--- src/design/cse_pkg.sv ---
// Shared types, constants and saturation helper for the Chebyshev series evaluator.
`timescale 1ns / 1ps

package cse_pkg;

    localparam int unsigned QW = 32;
    localparam int unsigned CFG_IDX_W = 2;
    localparam int unsigned TERMS_W = 6;

    localparam logic [CFG_IDX_W-1:0] CFG_RANGE_LOW      = 2'd0;
    localparam logic [CFG_IDX_W-1:0] CFG_RANGE_HIGH     = 2'd1;
    localparam logic [CFG_IDX_W-1:0] CFG_INV_HALF_WIDTH = 2'd2;
    localparam logic [CFG_IDX_W-1:0] CFG_NUM_TERMS      = 2'd3;

    localparam logic signed [QW-1:0] RANGE_LOW_RST  = -32'sd65536;
    localparam logic signed [QW-1:0] RANGE_HIGH_RST = 32'sd65536;
    localparam logic signed [QW-1:0] INV_HW_RST     = 32'sd65536;
    localparam logic [TERMS_W-1:0]   NUM_TERMS_RST  = 6'd32;

    localparam logic CMD_LOAD = 1'b0;
    localparam logic CMD_EVAL = 1'b1;

    localparam logic signed [63:0] Q_MAX = 64'sd2147483647;
    localparam logic signed [63:0] Q_MIN = -64'sd2147483648;

    typedef enum logic [2:0] {
        ST_IDLE,
        ST_DIFF,
        ST_YMUL,
        ST_YSCALE,
        ST_MUL,
        ST_ACC,
        ST_FMUL,
        ST_FACC
    } state_t;

    function automatic logic signed [QW-1:0] sat32(input logic signed [63:0] v);
        logic signed [QW-1:0] r;
        if (v > Q_MAX)
            r = Q_MAX[QW-1:0];
        else if (v < Q_MIN)
            r = Q_MIN[QW-1:0];
        else
            r = v[QW-1:0];
        return r;
    endfunction

endpackage

--- src/design/chebyshev_series_eval.sv ---
// Top level: Chebyshev series evaluation by Clenshaw recurrence, Q16.16.
//
//   channel  signals                          direction  carries
//   s        s_tvalid s_tready s_tdata s_tuser in         load / evaluate items
//   m        m_tvalid m_tready m_tdata m_tuser out        series results
//   cfg      cfg_valid cfg_ready cfg_index cfg_data in    register writes
//
// A load item leaves s_tready high. An evaluate item steps through m terms, m the
// effective term count: one shared 32x32 multiplier, registered, feeds one
// saturating accumulate per term, on the coefficient RAM read.
// Reset restores the registers; table entries hold garbage until loaded.
// A full result register holds the last step until m_tready frees it.
`timescale 1ns / 1ps

module chebyshev_series_eval #(
    parameter int unsigned MAX_TERMS = 32
) (
    input  logic                            clk,
    input  logic                            rst_n,
    input  logic                            s_tvalid,
    output logic                            s_tready,
    input  logic [71:0]                     s_tdata,   // coef_index, coef_value, x_value, zero pad
    input  logic                            s_tuser,   // cmd
    output logic                            m_tvalid,
    input  logic                            m_tready,
    output logic [31:0]                     m_tdata,   // series_value
    output logic                            m_tuser,   // out_of_range
    input  logic                            cfg_valid,
    output logic                            cfg_ready,
    input  logic [cse_pkg::CFG_IDX_W-1:0]   cfg_index,
    input  logic [31:0]                     cfg_data
);

    localparam int unsigned IW = (MAX_TERMS > 1) ? $clog2(MAX_TERMS) : 1;
    localparam int unsigned TW = (IW + 1 > cse_pkg::TERMS_W) ? IW + 1 : cse_pkg::TERMS_W;
    localparam int unsigned CW = ((IW > 5) ? IW : 5) + 1;
    localparam logic [TW-1:0] MAX_T = TW'(MAX_TERMS);

    logic signed [31:0] range_low_reg, range_high_reg, inv_hw_reg;
    logic [cse_pkg::TERMS_W-1:0] num_terms_reg;

    cse_pkg::state_t state_reg, state_next;

    logic signed [31:0] x_reg, x_next;
    logic signed [31:0] diff_reg, diff_next;
    logic signed [31:0] y_reg, y_next;
    logic signed [31:0] y2_reg, y2_next;
    logic signed [31:0] d_reg, d_next;
    logic signed [31:0] dd_reg, dd_next;
    logic signed [63:0] prod_reg, prod_next;
    logic [IW-1:0]      j_reg, j_next;
    logic               outside_reg, outside_next;
    logic               out_valid_reg, out_valid_next;
    logic signed [31:0] out_value_reg, out_value_next;
    logic               out_flag_reg, out_flag_next;

    logic [4:0]         in_index;
    logic signed [31:0] in_coef, in_x;
    logic               in_accept;
    logic [CW-1:0]      slot_wide;
    logic               wr_en;
    logic signed [31:0] coef_rd;

    logic signed [32:0] mid_sum;
    logic signed [31:0] mid;
    logic [TW-1:0]      terms_ext;
    logic [IW-1:0]      last_j;
    logic signed [31:0] mul_a, mul_b;
    logic signed [31:0] qm;
    logic signed [31:0] step_val, final_val;

    assign in_index  = s_tdata[4:0];
    assign in_coef   = s_tdata[36:5];
    assign in_x      = s_tdata[68:37];
    assign s_tready  = (state_reg == cse_pkg::ST_IDLE);
    assign in_accept = s_tvalid && s_tready;
    assign slot_wide = CW'(in_index);
    assign wr_en     = in_accept && (s_tuser == cse_pkg::CMD_LOAD)
                       && (slot_wide < CW'(MAX_TERMS));

    cse_coef_ram #(
        .DEPTH (MAX_TERMS),
        .AW    (IW)
    ) u_ram (
        .clk     (clk),
        .wr_en   (wr_en),
        .wr_addr (slot_wide[IW-1:0]),
        .wr_data (in_coef),
        .rd_addr (j_reg),
        .rd_data (coef_rd)
    );

    assign cfg_ready = 1'b1;

    always_ff @(posedge clk or negedge rst_n)
    begin
        if (!rst_n)
        begin
            range_low_reg  <= cse_pkg::RANGE_LOW_RST;
            range_high_reg <= cse_pkg::RANGE_HIGH_RST;
            inv_hw_reg     <= cse_pkg::INV_HW_RST;
            num_terms_reg  <= cse_pkg::NUM_TERMS_RST;
        end
        else if (cfg_valid && cfg_ready)
        begin
            case (cfg_index)
                cse_pkg::CFG_RANGE_LOW:      range_low_reg  <= cfg_data;
                cse_pkg::CFG_RANGE_HIGH:     range_high_reg <= cfg_data;
                cse_pkg::CFG_INV_HALF_WIDTH: inv_hw_reg     <= cfg_data;
                cse_pkg::CFG_NUM_TERMS:      num_terms_reg  <= cfg_data[cse_pkg::TERMS_W-1:0];
                default: ;
            endcase
        end
    end

    // effective last term index: m clamped to [1, MAX_TERMS], minus one
    assign terms_ext = TW'(num_terms_reg);
    always_comb
    begin
        if (terms_ext <= TW'(1))
            last_j = '0;
        else if (terms_ext > MAX_T)
            last_j = IW'(MAX_TERMS - 1);
        else
            last_j = IW'(terms_ext - TW'(1));
    end

    assign mid_sum = 33'(range_low_reg) + 33'(range_high_reg);
    assign mid     = mid_sum[32:1];

    always_comb
    begin
        case (state_reg)
            cse_pkg::ST_YMUL:
            begin
                mul_a = diff_reg;
                mul_b = inv_hw_reg;
            end
            cse_pkg::ST_MUL:
            begin
                mul_a = y2_reg;
                mul_b = d_reg;
            end
            default:
            begin
                mul_a = y_reg;
                mul_b = d_reg;
            end
        endcase
    end

    assign qm        = cse_pkg::sat32(prod_reg >>> 16);
    assign step_val  = cse_pkg::sat32(64'(qm) - 64'(dd_reg) + 64'(coef_rd));
    assign final_val = cse_pkg::sat32(64'(qm) - 64'(dd_reg) + 64'(coef_rd >>> 1));

    always_comb
    begin
        state_next     = state_reg;
        x_next         = x_reg;
        diff_next      = diff_reg;
        y_next         = y_reg;
        y2_next        = y2_reg;
        d_next         = d_reg;
        dd_next        = dd_reg;
        prod_next      = prod_reg;
        j_next         = j_reg;
        outside_next   = outside_reg;
        out_valid_next = out_valid_reg;
        out_value_next = out_value_reg;
        out_flag_next  = out_flag_reg;

        if (out_valid_reg && m_tready)
        begin
            out_valid_next = 1'b0;
        end

        case (state_reg)
            cse_pkg::ST_IDLE:
            begin
                if (in_accept && (s_tuser == cse_pkg::CMD_EVAL))
                begin
                    x_next     = in_x;
                    state_next = cse_pkg::ST_DIFF;
                end
            end
            cse_pkg::ST_DIFF:
            begin
                diff_next = cse_pkg::sat32(64'(x_reg) - 64'(mid));
                if (range_low_reg <= range_high_reg)
                    outside_next = (x_reg < range_low_reg) || (x_reg > range_high_reg);
                else
                    outside_next = (x_reg < range_high_reg) || (x_reg > range_low_reg);
                j_next     = last_j;
                state_next = cse_pkg::ST_YMUL;
            end
            cse_pkg::ST_YMUL:
            begin
                prod_next  = mul_a * mul_b;
                state_next = cse_pkg::ST_YSCALE;
            end
            cse_pkg::ST_YSCALE:
            begin
                y_next  = qm;
                y2_next = cse_pkg::sat32(64'(qm) + 64'(qm));
                d_next  = '0;
                dd_next = '0;
                if (j_reg != '0)
                    state_next = cse_pkg::ST_MUL;
                else
                    state_next = cse_pkg::ST_FMUL;
            end
            cse_pkg::ST_MUL:
            begin
                prod_next  = mul_a * mul_b;
                state_next = cse_pkg::ST_ACC;
            end
            cse_pkg::ST_ACC:
            begin
                dd_next = d_reg;
                d_next  = step_val;
                j_next  = j_reg - IW'(1);
                if (j_reg == IW'(1))
                    state_next = cse_pkg::ST_FMUL;
                else
                    state_next = cse_pkg::ST_MUL;
            end
            cse_pkg::ST_FMUL:
            begin
                prod_next  = mul_a * mul_b;
                state_next = cse_pkg::ST_FACC;
            end
            cse_pkg::ST_FACC:
            begin
                if (!out_valid_reg || m_tready)
                begin
                    out_valid_next = 1'b1;
                    out_value_next = final_val;
                    out_flag_next  = outside_reg;
                    state_next     = cse_pkg::ST_IDLE;
                end
            end
            default:
            begin
                state_next = cse_pkg::ST_IDLE;
            end
        endcase
    end

    always_ff @(posedge clk or negedge rst_n)
    begin
        if (!rst_n)
        begin
            state_reg     <= cse_pkg::ST_IDLE;
            out_valid_reg <= 1'b0;
            j_reg         <= '0;
        end
        else
        begin
            state_reg     <= state_next;
            out_valid_reg <= out_valid_next;
            j_reg         <= j_next;
        end
    end

    always_ff @(posedge clk)
    begin
        x_reg         <= x_next;
        diff_reg      <= diff_next;
        y_reg         <= y_next;
        y2_reg        <= y2_next;
        d_reg         <= d_next;
        dd_reg        <= dd_next;
        prod_reg      <= prod_next;
        outside_reg   <= outside_next;
        out_value_reg <= out_value_next;
        out_flag_reg  <= out_flag_next;
    end

    assign m_tvalid = out_valid_reg;
    assign m_tdata  = out_value_reg;
    assign m_tuser  = out_flag_reg;

endmodule

--- src/design/cse_coef_ram.sv ---
// Coefficient table: one write port, one registered read port.
`timescale 1ns / 1ps

module cse_coef_ram #(
    parameter int unsigned DEPTH = 32,
    parameter int unsigned AW    = 5
) (
    input  logic                        clk,
    input  logic                        wr_en,
    input  logic [AW-1:0]               wr_addr,
    input  logic signed [cse_pkg::QW-1:0] wr_data,
    input  logic [AW-1:0]               rd_addr,
    output logic signed [cse_pkg::QW-1:0] rd_data
);

    logic signed [cse_pkg::QW-1:0] mem [DEPTH];
    logic signed [cse_pkg::QW-1:0] rd_data_reg;

    always_ff @(posedge clk)
    begin
        if (wr_en)
        begin
            mem[wr_addr] <= wr_data;
        end
    end

    always_ff @(posedge clk)
    begin
        rd_data_reg <= mem[rd_addr];
    end

    assign rd_data = rd_data_reg;

endmodule
--- config.mk ---
export PLATFORM = sky130hd
export DESIGN_NAME = chebyshev_series_eval
export DESIGN_NICKNAME = d
export VERILOG_FILES = /design/src/design/cse_pkg.sv /design/src/design/chebyshev_series_eval.sv /design/src/design/cse_coef_ram.sv
export SDC_FILE = /design/constraint.sdc
export NUM_CORES = 2
export LEC_CHECK = 0
export BUFFER_PORTS_ARGS = -buffer_cell sky130_fd_sc_hd__buf_2
export CAP_MARGIN = 10
export CORE_MARGIN = 2
export CORE_UTILIZATION = 55
export CTS_CLUSTER_SIZE = 14
export DETAILED_ROUTE_END_ITERATION = 8
export GPL_ROUTABILITY_DRIVEN = 0
export PLACE_DENSITY_LB_ADDON = 0.3
export RECOVER_POWER = 100
export SLEW_MARGIN = 10
export SYNTH_ARGS = -nofsm -noshare
export SYNTH_HDL_FRONTEND = slang
export SYNTH_SLANG_ARGS = --single-unit
--- constraint.sdc ---
create_clock -name clk -period 10.29 [get_ports clk]
set_input_delay 0.5145 -clock clk [delete_from_list [all_inputs] [get_ports clk]]
set_output_delay 0.5145 -clock clk [all_outputs]
set_load 0.01 [all_outputs]
## Word-level counts from Yosys, hierarchy flattened

Memories as Yosys holds them, arrays and structs flattened. A register that Yosys moved wholly into a read port is not among the register bits.
Cells that the tools add are included.

| storage, ports and cells | value |
|---|---|
| flip-flop bits (word level) | 401 |
| bits in latches | 0 |
| memory bits (writable) | 1024 |
| bits in read-only memories | 0 |
| input bits | 112 |
| output and inout bits | 36 |
| logic and storage cells | 106 |
| memories kept | 1 |

Memory list:

| name | depth | bits a word | read ports | clocked after Yosys merged registers in | write ports | RTL line | text |
|---|---|---|---|---|---|---|---|
| u_ram.mem | 32 | 32 | 1 | 1 | 1 | cse_coef_ram.sv:16 | `logic signed [cse_pkg::QW-1:0] mem [DEPTH];` |

| cells by class | value |
|---|---|
| $add $sub $neg | 8 |
| multiply operators | 1 |
| divide/modulo/power cells | 0 |
| $lt $le $gt $ge | 18 |
| equality and inequality tests | 13 |
| shift-type cells | 0 |
| muxes and demuxes | 25 |
| bitwise operators | 1 |
| reductions and logical operators | 22 |

Operators by type and width:

| operator | count |
|---|---|
| $mux 32 | 8 |
| $pmux 32 s2 | 3 |
| $add 32x32->33 | 2 |
| $gt 33x32->1 const B | 2 |
| $lt 33x32->1 const B | 2 |
| $sub 32x32->33 | 2 |
| $gt 32x32->1 | 2 |
| $gt 64x32->1 const B | 1 |
| $lt 32x32->1 | 2 |
| $lt 64x32->1 const B | 1 |
| $mul 32x32->64 | 1 |
| $gt 48x32->1 const B | 1 |
| $lt 48x32->1 const B | 1 |
| $add 33x31->34 | 1 |
| $add 33x32->34 | 1 |
| $gt 34x32->1 const B | 1 |
| $lt 34x32->1 const B | 1 |
| $le 32x32->1 | 1 |
| $pmux 3 s8 | 1 |
| $reduce_and 2->1 | 7 |
| $eq 3x3->1 const B | 4 |
| $mux 5 | 2 |
| $pmux 5 s2 | 1 |
| $sub 5x1->5 const B | 2 |
| other kinds (22) | 38 |

## Depth between registers and ports, before layout

| depth | value |
|---|---|
| depth after elaboration | 9 |
| gate-level depth with buffers | 37 |
| gate-level depth less buffers | 33 |

## By module

Synthesis repeated with hierarchy kept, for this count alone.

| second synthesis, totals | value |
|---|---|
| cells, all modules | 8915 |
| area total of the unflattened synthesis | 102394.5 µm² |

By module, submodules not included:

| module | instances | cells each | area an instance (µm²) | seq. area each (µm²) |
|---|---|---|---|---|
| chebyshev_series_eval | 1 | 6655 | 61909.4 | 11029.3 |
| cse_coef_ram | 1 | 2260 | 40485.1 | 31390.1 |

## Least setup slack after synthesis

OpenSTA, ideal clock, no wires.

| timing | value |
|---|---|
| path kind | register to register |
| start | register state_reg[0] |
| end | register prod_reg[60], data pin |
| library setup time | 258 ps |
| arrival | 9155 ps |
| data required time | 10032 ps |
| setup slack | 877 ps |
| cell stages (with the launch flop) | 33 |
| buffers on the path | 4 |
| period minus slack after synthesis | 9413 ps |
| path through | dfrtp_1 -> buf_2 -> nor3b_2 -> clkbuf_1 -> buf_1 -> clkbuf_1 -> mux2i_1 -> nor2_1 -> fa_1 -> inv_1 -> fa_1 -> inv_1 -> fa_1 -> inv_1 -> fa_1 -> fa_1 -> fa_1 -> inv_1 -> fa_1 -> inv_1 -> fa_1 -> inv_1 -> ha_1 -> nand3_1 -> nor3_1 -> or4b_2 -> a21oi_1 -> a211oi_4 -> o21ai_1 -> a41oi_2 -> o21ai_1 -> a21oi_1 -> xnor2_1 |

| between the ends | value |
|---|---|
| cells in the longest elaborated chain, start to end | 3 |
| elaborated cells on any way between the ends | 5 |
| those cells by class | mul (1); eq/ne (2); mux (2) |

Ends and longest elaborated chain:

| what | RTL line | text |
|---|---|---|
| start: declaration | chebyshev_series_eval.sv:42 | `cse_pkg::state_t state_reg, state_next;` |
| start signal: assignment | chebyshev_series_eval.sv:253 | `state_reg <= cse_pkg::ST_IDLE;` |
| start signal: assignment | chebyshev_series_eval.sv:259 | `state_reg <= state_next;` |
| $eq 3x3->1 / $eq 3x2->1 (equally long branches) | chebyshev_series_eval.sv:133, chebyshev_series_eval.sv:177 |  |
| $pmux 32 s2 / $mux 32 (equally long branches) | chebyshev_series_eval.sv:133 | `case (state_reg)` |
| $mul 32x32->64 (*) | chebyshev_series_eval.sv:198, chebyshev_series_eval.sv:214, chebyshev_series_eval.sv:229 |  |
| end signal: assignment | chebyshev_series_eval.sv:273 | `prod_reg <= prod_next;` |
| end: declaration | chebyshev_series_eval.sv:50 | `logic signed [63:0] prod_reg, prod_next;` |

Every way passes the cells marked *; elsewhere a longest branch is shown, timed or not.
A chain may end at the register's enable or synchronous reset.

## Worst setup path after layout

| timing | value |
|---|---|
| start | register state_reg[0] |
| end | register prod_reg[55], data pin |

Same word-level chain as after synthesis.

==> impl_metrics.tcl <==
set metrics [dict create \
    antenna_left 0 \
    cts_tree "built" \
    grt_use_total 0.3085 \
    synth-main-ff-cell "edfxtp_1" \
    yosys.area.top_type_share 0.3866 \
    grt_max_degree 134 \
    period_share 0.9684 \
    rr_worst_depth 32 \
    crit_slowest_cell "mux2_2" \
    clk_path_buf_depth 3 \
    viasPerCell 6.038 \
    clock-sinks 1441 \
    drt_iter0_drc 6981 \
    tightest_slew_ps 4122 \
    hold_start "cfg_data[12]" \
    synth_area_um2 100800 \
    rr_endpoint "prod_reg[55]" \
    status "finished with violations" \
    grt_pass1_wl_mm 425.3 \
    synth_area_leaders "edfxtp_1 39%, fa_1 22%, mux4_2 7.1%" \
    wirelength_mm 280.2 \
    yosys-top-cells-count "1,325 x inv_1, 1,298 x edfxtp_1, 1,086 x fa_1" \
    syn_nets 9761 \
    synthCells 8117 \
    ys_seq_area_frac 0.4207 \
    wl_per_cell_um 25.89 \
    core_um2 182700 \
    largest_reg_flops 1024 \
    via_count 65350 \
    initial_core_util 0.5519 \
    tns_ps 0 \
    slowest_delay_ps 700 \
    yosysMostFrequentCell "inv_1" \
    die_y_um 432.2 \
    num_io_pins 148 \
    clk_pin_slew_worst_paths_ps 60 \
    root_buffer "clkbuf_16" \
    arrival_ps 10490 \
    die_x_um 432.2 \
    synth_edf_count 1298 \
    r2r_start "state_reg[0]" \
    drv_slew 1986 \
    syn_avg_cell_area_um2 12.42 \
    ys.warnings.count 0 \
    cts-htree-levels 4 \
    worstPathMaxFanout 45 \
    dp_hpwl_mm 199.0 \
    path_common_cell "fa_1" \
    antenna_found_initial 17 \
    nets 9958 \
    cp_data_required_time_ps 10820 \
    drc 0 \
    cp-start-kind "register" \
    synth_cell_types 85 \
    port_buffers 143 \
    hold_path_end "range_low_reg[12]" \
    crit_type "reg -> reg" \
    drive_above_1_share 0.1128 \
    violations "max-capacitance violations, max-slew violations" \
    synth-seq-cells 1441 \
    max_freq_mhz 100.3 \
    syn2layout_area_growth_pct 9.323 \
    dp_cells 10490 \
    slew_headroom -1.748 \
    synthArstFlopShare 0.07703 \
    hold_class "in -> reg" \
    yosysTopAreaCell "edfxtp_1" \
    overflow 0 \
    fin_crit_ps 9965 \
    end_kind "register" \
    setup_viol 0 \
    dieArea_um2 186800 \
    clk_latency_ps 800 \
    hold_viol 0 \
    final_cells 10820 \
    row_count 157 \
    rsz0062_at_grt "no" \
    dr.pass1.iters 9 \
    final.setup_skew_ps 34.38 \
    cts_buffers 146 \
    grt_pass1_vias 68410 \
    hold_depth 3 \
    r2r_slack_ps 320 \
    cap_violations 62 \
]
[worst max-delay path by stage]
| stage | startpoint | to | slack (ps) | cells past startpoint |
|---|---|---|---|---|
| floorplan | state_reg[0] | prod_reg[60] | 880 | 32 |
| global placement | state_reg[0] | prod_reg[60] | 450 | 30 |
| detailed placement | state_reg[0] | prod_reg[60] | 340 | 30 |
| CTS | state_reg[1] | prod_reg[58] | 240 | 29 |
| global route | state_reg[0] | prod_reg[61] | 40 | 31 |
| finish | state_reg[0] | prod_reg[55] | 320 | 32 |
[per-layer routing]
metal	global-route usage	part of all wire	wire, um
met1	0.3883	0.36	101600
met2	0.4982	0.47	133000
met3	0.06431	0.094	26460
met4	0.1783	0.068	19010
met5	0	0.00025	70
[area by class of cell]
| class | count | area [um^2] |
|---|---|---|
| timing repair buffer | 411 | 2830 |
| inverter | 1325 | 4976 |
| multi-input combinational | 4989 | 52270 |
| fill | 14000 | 72460 |
| tap | 2385 | 2984 |
| antenna | 6 | 15.01 |
| clock inverter | 84 | 875.8 |
| sequential | 1441 | 42430 |
| clock buffer | 182 | 3841 |
[cells by family (layout without fill, tap and decap cells)]
kind of cell               after synthesis  in the layout  synth area share
muxes                                  485            485           0.08952
adders and majority gates             1542           1542            0.2720
other                                    1              7        0.00003719
DFF                                   1441           1441            0.4207
buffers and inverters                 1687           2002           0.06289
and+or+nand+nor                       1800           1800           0.07623
AOI/OAI and AO/OA                      959            959           0.06107
xor gates and xnor gates               202            202           0.01755
[placed cells by master, fill, tap and decap left out, drive strengths merged, types with 34 or more instances in the layout]
cell type and n:
o21ai 228, mux4 320, nand2 976, a21o 122, nor3 37, o21bai 47
ha 446, clkinv 63, dfrtp 92, nand2b 36, nor2 446, fa 1086
inv 1332, buf 235, nand4 47, mux2 134, a221oi 39, nor2b 38
edfxtp 1298, xnor2 135, xor2 67, a221o 34, nand3 44, dlygate4sd3 54
clkbuf 304, and3 54, a21oi 287, and2 50
[stage by stage]
step                      cell area (um^2)    util  setup WS (ps)  hold WS [ps]
final                               110200  0.6033          324.8         43.22
after global placement              105300  0.5766          453.9         418.4
after CTS                           110600  0.6054          241.1         3.163
after global routing                110200  0.6033          39.86         15.45
after floorplan                     100800       -          877.5         218.9
after detailed placement            105300  0.5766          337.4         421.5
[worst max-delay path, delay by kind of cell (launching register included)]
kind	cells	cell delay, ps
AND/OR/NAND/NOR	7	1470
XOR/XNOR	1	120
AO/OA/AOI/OAI	4	1070
flip-flops	1	530
adder cells (fa/ha/maj)	9	4470
buffers and inverters	10	1300
multiplexers	1	700
[repair_timing]
item                       in CTS  in global routing
resized for setup               0                 11
hold buffers                   54                  0
buffers inserted                0                  1
hold endpoints to repair      123                  0
setup endpoints to repair       0                 15
Power is left out: the tool's default activity adds up to more than one toggle a clock period on the data nets, which glitch-free logic cannot reach.
